<file path="config.mk">
export PLATFORM = sky130hd
export DESIGN_NAME = mwrrq_ctrl
export DESIGN_NICKNAME = d
export VERILOG_FILES = /design/src/rtl/mwrrq_pkg.sv /design/src/rtl/mwrrq_ctrl.sv
export SDC_FILE = /design/constraint.sdc
export NUM_CORES = 1
export LEC_CHECK = 0
export ABC_AREA = 1
export BUFFER_PORTS_ARGS = -buffer_cell sky130_fd_sc_hd__buf_2
export CORE_AREA = 4 4 41 43
export CTS_BUF_LIST = sky130_fd_sc_hd__clkbuf_8
export DETAILED_ROUTE_END_ITERATION = 7
export DIE_AREA = 0 0 45 47
export PLACE_DENSITY = 0.4
export SYNTH_ARGS = -nofsm -noshare
export SYNTH_HDL_FRONTEND = slang
export SYNTH_SLANG_ARGS = --single-unit
export TNS_END_PERCENT = 50
</file>
<file path="constraint.sdc">
create_clock -name clk -period 0.8 [get_ports clk]
set_input_delay 0.16 -clock clk [delete_from_list [all_inputs] [get_ports clk]]
set_output_delay 0.16 -clock clk [all_outputs]
set_load 0.01 [all_outputs]
</file>
<file path="src/rtl/mwrrq_pkg.sv">
// Shared types, codes and constants for the multi-writer round-robin queue.
// Used by the controller, the datapath, the top level and the checker.
// No dependencies.
package mwrrq_pkg;

	localparam int WRITERS_DEF = 4;
	localparam int SLOTS_DEF   = 16;

	localparam int BUDGET_W    = 24;
	localparam int JOB_BYTES_W = 19;
	localparam int BIND_SHIFT  = 3;	// Each bind value is one double of eight bytes.

	localparam logic [BUDGET_W-1:0] BUDGET_RESET = 24'd1048576;

	localparam int IN_TDATA_W  = 128;
	localparam int IN_TUSER_W  = 2;
	localparam int OUT_TDATA_W = 152;
	localparam int OUT_TUSER_W = 4;

	localparam logic [1:0] KIND_ENQ  = 2'd0;
	localparam logic [1:0] KIND_DEQ  = 2'd1;
	localparam logic [1:0] KIND_STOP = 2'd2;

	localparam logic [2:0] STATUS_DONE          = 3'd0;
	localparam logic [2:0] STATUS_BAD_ARGS      = 3'd1;
	localparam logic [2:0] STATUS_STOPPING      = 3'd2;
	localparam logic [2:0] STATUS_RING_FULL     = 3'd3;
	localparam logic [2:0] STATUS_OVER_BUDGET   = 3'd4;
	localparam logic [2:0] STATUS_EMPTY         = 3'd5;
	localparam logic [2:0] STATUS_STOPPED_EMPTY = 3'd6;

	localparam logic [7:0] LETTER_A = 8'h41;
	localparam logic [7:0] LETTER_Z = 8'h5A;

	typedef struct packed {
		logic capture;
		logic exec;
		logic finish;
	} dp_cmd_t;

	typedef struct packed {
		logic deq_hit;
	} dp_stat_t;

	function automatic logic [JOB_BYTES_W-1:0] job_bytes(input logic jk, input logic [15:0] len);
		logic [JOB_BYTES_W-1:0] wide;
		wide = JOB_BYTES_W'(len);
		job_bytes = jk ? (wide << BIND_SHIFT) : (wide + 1'b1);
	endfunction

endpackage

</file>
<file path="src/rtl/mwrrq_ctrl.sv">
// Controller state machine of the multi-writer round-robin queue.
// Sequences capture, execute and memory read-out; drives the handshakes.
// Depends on mwrrq_pkg.
module mwrrq_ctrl (
	input  logic                clk,
	input  logic                arst_n,
	input  logic                s_tvalid,
	output logic                s_tready,
	output logic                m_tvalid,
	input  logic                m_tready,
	input  mwrrq_pkg::dp_stat_t stat,
	output mwrrq_pkg::dp_cmd_t  cmd
);

	typedef enum logic [1:0] {
		ST_IDLE,
		ST_EXEC,
		ST_READ
	} state_t;

	state_t state_q;
	logic   out_valid_q;
	logic   out_free;

	always_comb begin
		s_tready    = (state_q == ST_IDLE);
		out_free    = !out_valid_q || m_tready;
		cmd.capture = s_tready && s_tvalid;
		cmd.exec    = (state_q == ST_EXEC) && out_free;
		cmd.finish  = (state_q == ST_READ);
	end

	assign m_tvalid = out_valid_q;

	always_ff @(posedge clk or negedge arst_n) begin
		if (!arst_n) begin
			state_q     <= ST_IDLE;
			out_valid_q <= 1'b0;
		end else begin
			case (state_q)
				ST_IDLE: begin
					if (cmd.capture) state_q <= ST_EXEC;
				end
				ST_EXEC: begin
					if (out_free) state_q <= stat.deq_hit ? ST_READ : ST_IDLE;
				end
				ST_READ: begin
					state_q <= ST_IDLE;
				end
				default: begin
					state_q <= ST_IDLE;
				end
			endcase
			// A dequeue that finds a job leaves the output register empty until
			// the memory data is back.
			if ((cmd.exec && !stat.deq_hit) || cmd.finish) begin
				out_valid_q <= 1'b1;
			end else if (m_tready) begin
				out_valid_q <= 1'b0;
			end
		end
	end

endmodule

</file>
Word-level counts from Yosys, hierarchy flattened
Index checks and enable logic that the tools add are counted.
Operators by class
  eq/ne operators: 4
  muxes and demuxes: 6
  reduce and logical (&&, ||, !) cells: 10
Operator list (number)
  $mux 2: 3
  $pmux 2 s2: 1
  $logic_and 1x1->1: 3
  $eq 2x1->1 const B: 1
  $eq 2x2->1 const B: 1
  $logic_not 1->1: 2
  $logic_not 2->1: 1
  $logic_or 1x1->1: 2
  $mux 1: 2
  $ne 2x1->1 const B: 1
  $ne 2x2->1 const B: 1
  $reduce_and 2->1: 1
  $reduce_bool 2->1: 1
Word-level totals
  register bits: 3
  input bits: 5
  output and inout bits: 5
  word-level logic and storage cells: 22

Logic depth before layout (Yosys ltp)
Gate-level depths: netlist of the first run.
  depth after elaboration: 6
  depth in mapped cells: 4
  gate-level depth less buffers: 4

Worst setup path after synthesis of the first run
No wires, ideal clock.
  path type: register to output
  start point: register state_q[1]
  end point: output port cmd[2] (netlist name)
  arrival time: 804 ps
  required time: 640 ps
  slack: -164 ps
  cell stages (with the launch flop): 4
  buffers on the path: 0
  cells stage by stage: dfrtp_1 -> nor2_1 -> nand2_1 -> inv_1
RTL lines
  start: declaration: RTL line mwrrq_ctrl.sv:21  | state_t state_q;
  start signal: assignment: RTL line mwrrq_ctrl.sv:45  | if (out_free) state_q <= stat.deq_hit ? ST_READ : ST_IDLE;
  end: declaration: RTL line mwrrq_ctrl.sv:12  | output mwrrq_pkg::dp_cmd_t cmd

==> results of run 1 <==
## through the flow
step / power (mW) / TNS (ns)
2_1_floorplan: 0.3751 / -0.1132
3_3_place_gp: 0.5460 / -0.4975
3_5_place_dp: 0.5459 / -0.5367
4_1_cts: 1.086 / -1.711
5_1_grt: 1.267 / -2.358
6_report: 1.170 / -1.847
## per-layer routing
| layer | GRT usage, % | routed length (um) | vias to the layer above |
|---|---|---|---|
| met3 | 2.299 | 46 | 0 |
| met4 | 7.018 | 0 | 0 |
| met5 | 0 | 0 | - |
| met2 | 5.932 | 191 | 7 |
| li1 | - | - | 104 |
| met1 | 4.128 | 157 | 80 |
## Yosys cell counts
cell and count:
inv_1 8, nand3_1 2, nor2_1 2, dfrtp_1 3, nand2_1 6, nor2_2 2
## how the worst max path moves through the flow
stage                                       from      to  slack, ns  cells after the start
final                     state_q[1]$_DFFE_PN0P_  cmd[1]      -0.35                      4
after global routing      state_q[0]$_DFFE_PN0P_  cmd[1]      -0.42                      5
after CTS                 state_q[0]$_DFFE_PN0P_  cmd[1]      -0.36                      5
after detailed placement  state_q[1]$_DFFE_PN0P_  cmd[1]      -0.15                      4
after global placement    state_q[1]$_DFFE_PN0P_  cmd[1]      -0.14                      4
after floorplan           state_q[1]$_DFFE_PN0P_  cmd[2]      -0.07                      3
## report_power, final
part	switching, mW	internal, mW
Combinational	0.202	0.312
Sequential	0.0464	0.195
Clock	0.0906	0.326
## worst max-delay path, delay by kind of cell, from the launching register on
family / cells / cell delay [ns]
flip-flops: 1 / 0.44
AND/OR/NAND/NOR: 2 / 0.20
buffers and inverters: 2 / 0.14
## cell families (layout without fill, tap and decap cells)
logic type / count (synthesis) / count (layout) / synth area share (%)
flops: 3 / 3 / 47.62
buf+inv: 8 / 29 / 19.05
simple gates: 12 / 12 / 33.33
## area by class of cell
class	count	share of cell area, %
clock inverters	1	0.9836
flip-flops and latches	3	20.00
clock buffers	3	10.82
multi-input cells	12	19.67
well taps	15	4.918
inverters	8	7.869
repair buffers	17	35.74
## timing repair
action	CTS	global route
pin swaps	3	2
resized for setup	5	9
hold buffers	1	0
buffers inserted	2	1
setup endpoints to repair	8	8
hold endpoints to repair	3	0
## sequential cells by signal (all words and copies together) (netlist names)
name	cells
state_q	2
m_tvalid	1
==> flow_summary.ini, run 1 <==
[status]
outcome = finished with violations
violations = setup timing

[global_route]
antenna_found_initial = 0
track_usage_pct = 4.517
grt_pass1_wl_um = 593
first_global_vias = 171
grt_max_degree = 5
grt_overflow_total = 0

[placed_design]
place_area_um2 = 254.0
io_buffer_count = 9
pre_cts_ws_ns = -0.1476
dp_cells = 51
routabilityCongestion = 0.6391

[hold_path]
min_from = stat
hold_class = in -> reg
holdPathStages = 3
min_to = state_q[1]$_DFFE_PN0P_

[timing]
maxSlewHeadroom_pct = 89.16
worst_clock_skew_ns = 0.0008954
rsz0062_at_grt = true
hold_viol = 0
setup_violations = 8
tightest_slew_ns = 0.1626
setup_ws_ns = -0.3452
fmax_ghz = 0.8732
holdWs_ns = 0.1855
fin_crit_sh_pct = 143.1
post-route-min-period_ns = 1.145
slew_viol_final = 0

[critical_path]
crit_path_start_kind = register
cp_data_arrival_time_ns = 0.99
regToRegSetupSlack_ns = -0.33
r2r_cells = 6
worstPathRequired_ns = 0.64
cp_slowest_stage_delay_ns = 0.44
crit_path_end_kind = output pin
timing.rr.end = state_q[1]$_DFFE_PN0P_
cp_slowest_cell = dfrtp_2
crit_fanout = 4
critical_path_class = reg -> out
worstPathCellList = nor2_4 > nand2_2 > inv_2 > buf_6
rr_startpoint = state_q[1]$_DFFE_PN0P_

[drt]
vias_per_cell = 3.237
dr.pass1.iters = 1
wirelength_um = 395
ant_nets = 0
drtIter0Drc = 0
drc = 0
post_drt_wl_per_cell_um = 6.695
via_count = 191

[power]
p_per_area_nw_per_um2 = 3067
power_leakage_nw = 0.2179
irDropWorstVdd_mv = 0.9759

[logic_synthesis]
syn_inst = 23
ys_seq_elements = 3
yosys.area.top_type = dfrtp_1
synth_nets = 28
synth_area_um2 = 157.7
yosys.area.top_type_share_pct = 47.62
synth_area_per_cell_um2 = 6.854
yosysUniqueCellTypes = 6
synthTopCellsByArea = dfrtp_1 48%, inv_1 19%, nand2_1 14%
yosys_warnings = 0
ys_seq_area_share_pct = 47.62

[finish]
syn2layout_area_growth_pct = 142.1
drive_gt1_share_pct = 68.18
nFillCells = 153
final_cell_mix = 6 x inv_1, 6 x buf_4, 5 x buf_2, 5 x buf_6, 4 x nand2_2
nNetsFinal = 50
finalNonFillerCells = 59
post-route-util_pct = 29.33
final_area_um2 = 381.6
seq_area_um2 = 76.32
num_antenna_cells = 0
multiInputGateArea_um2 = 75.07

[floorplan]
initial_core_util_pct = 12.12
rows = 13
die_w_um = 45
num_io_pins = 10
core_um2 = 1301
die-area_um2 = 2115
fp.dieH_um = 47

[cts]
tritoncts = done
clockRootBuffer = clkbuf_8
cts_sinks = 3
clkSlewWorstSetupHoldPaths_ns = 0.03
ctsLongestPathBuffers = 2
insertion_delay_ns = 0.21
cts_buffers = 3
htreeDepth = 1

[job]
drv_cap = 0
Note: power is estimated with default switching activity, not from simulation.
==> run 2: changes to the inputs <==
==> constraint.sdc (replaced) <==
create_clock -name clk -period 0.8 [get_ports clk]
set_input_delay 0.16 -clock clk [delete_from_list [all_inputs] [get_ports clk]]
set_output_delay 0.16 -clock clk [all_outputs]
set_load 0.005 [all_outputs]
==> flow_summary.ini, run 2 (synthesis results as in run 1) <==
[drt]
wirelength_um = 377
drc = 0
dr.pass1.iters = 2
via_count = 180
post_drt_wl_per_cell_um = 6.855
ant_nets = 0
drtIter0Drc = 1
vias_per_cell = 3.273

[finish]
drive_gt1_share_pct = 50.00
final_cell_mix = 8 x inv_1, 8 x buf_2, 5 x nand2_1
post-route-util_pct = 24.52
regMostFlops = state_q
nNetsFinal = 46
final_area_um2 = 319.1
num_antenna_cells = 0
largest_reg_flops = 2
syn2layout_area_growth_pct = 102.4

[critical_path]
cp_data_arrival_time_ns = 0.96
crit_start = state_q[1]$_DFFE_PN0P_
regToRegSetupSlack_ns = -0.08
timing.rr.end = state_q[1]$_DFFE_PN0P_
critical_path_class = reg -> out
rr_startpoint = state_q[1]$_DFFE_PN0P_
crit_path_end_kind = output pin
worstPathRequired_ns = 0.64
cp_slowest_cell = dfrtp_1
worstPathCellList = nor2_2 > nand2_1 > inv_1 > buf_2
crit_fanout = 4
r2r_cells = 4
crit_path_start_kind = register
cp_slowest_stage_delay_ns = 0.40
cp-endpoint = cmd[1]

[timing]
holdWs_ns = 0.2206
fmax_ghz = 0.8896
worst_clock_skew_ns = 0.0001754
maxSlewHeadroom_pct = 90.13
setup_violations = 7
hold_viol = 0
slew_viol_final = 0
post-route-min-period_ns = 1.124
fin_crit_sh_pct = 140.5
tightest_slew_ns = 0.1481
tns_ns = -1.346
setup_ws_ns = -0.3242
rsz0062_at_grt = true

[floorplan]
core_um2 = 1301
fp.dieH_um = 47
initial_core_util_pct = 12.12
rows = 13
die_w_um = 45
die-area_um2 = 2115
num_io_pins = 10

[placed_design]
pre_cts_ws_ns = -0.1109
place_hpwl_um = 325.9
place_area_um2 = 246.5
io_buffer_count = 9
routabilityCongestion = 0.6422

[cts]
tritoncts = done
clkSlewWorstSetupHoldPaths_ns = 0.03
insertion_delay_ns = 0.21
htreeDepth = 1
clockRootBuffer = clkbuf_8
cts_sinks = 3
ctsLongestPathBuffers = 2
cts_buffers = 3
post-cts-setup-buffer-count = 0

[global_route]
antenna_found_initial = 0
grt_max_degree = 5
grt_pass1_wl_um = 634
grt_overflow_total = 0
first_global_vias = 201
track_usage_pct = 4.747

[job]
drv_cap = 0

[power]
irDropWorstVdd_mv = 0.8753
p_per_area_nw_per_um2 = 3054
power_leakage_nw = 0.1963

[status]
violations = setup timing
outcome = finished with violations

[hold_path]
hold_class = in -> reg
## run 2: worst max-delay path: cells and delay by family (launching register included)
family,cells,cell delay (ns)
AND/OR/NAND/NOR,2,0.20
flip-flops,1,0.40
buffers and inverters,2,0.15
## run 2: worst min path at each step
stage,from,endpoint,slack [ns],depth (start not counted)
floorplan,arst_n,m_tvalid$_DFFE_PN0P_,-0.14,0
global route,m_tready,state_q[0]$_DFFE_PN0P_,0.24,4
finish,stat,state_q[1]$_DFFE_PN0P_,0.22,3
global placement,arst_n,state_q[0]$_DFFE_PN0P_,-0.04,1
detailed placement,arst_n,state_q[0]$_DFFE_PN0P_,-0.04,1
CTS,stat,state_q[1]$_DFFE_PN0P_,0.19,3
## run 2: layout make-up
type | instances | area (um2)
clock buffers | 3 | 41.29
clock inverters | 1 | 3.754
fillers | 154 | 982.2
inverters | 8 | 30.03
multi-input cells | 12 | 62.56
flip-flops and latches | 3 | 75.07
well taps | 15 | 18.77
repair buffers | 13 | 87.58
## run 2: what timing repair did
action,in CTS,in global routing
gates resized for setup,4,1
hold buffers,1,0
endpoints found under the hold margin,3,0
pin swaps,1,0
setup endpoints to repair,7,7
## run 2: per-stage QoR
step                      std cells  power, mW
after detailed placement         50     0.5062
after CTS                        55     0.9926
after global placement           50     0.5058
after global routing             55      1.060
after floorplan                  23     0.3460
final                            55     0.9745
## run 2: per-layer routing
metal | track usage (%) | share of wire [%] | up-vias
met2 | 6.497 | 53 | 5
met5 | 0 | 0 | -
met1 | 3.881 | 34 | 78
met4 | 7.018 | 0 | 0
met3 | 3.065 | 13 | 0
li1 | - | - | 97
## run 2: report_power, final
part           internal (mW)  total (mW)  switching [mW]
Combinational          0.189       0.327           0.138
Clock                  0.326       0.419          0.0930
Sequential             0.193       0.229          0.0355
Total                  0.708       0.974           0.267
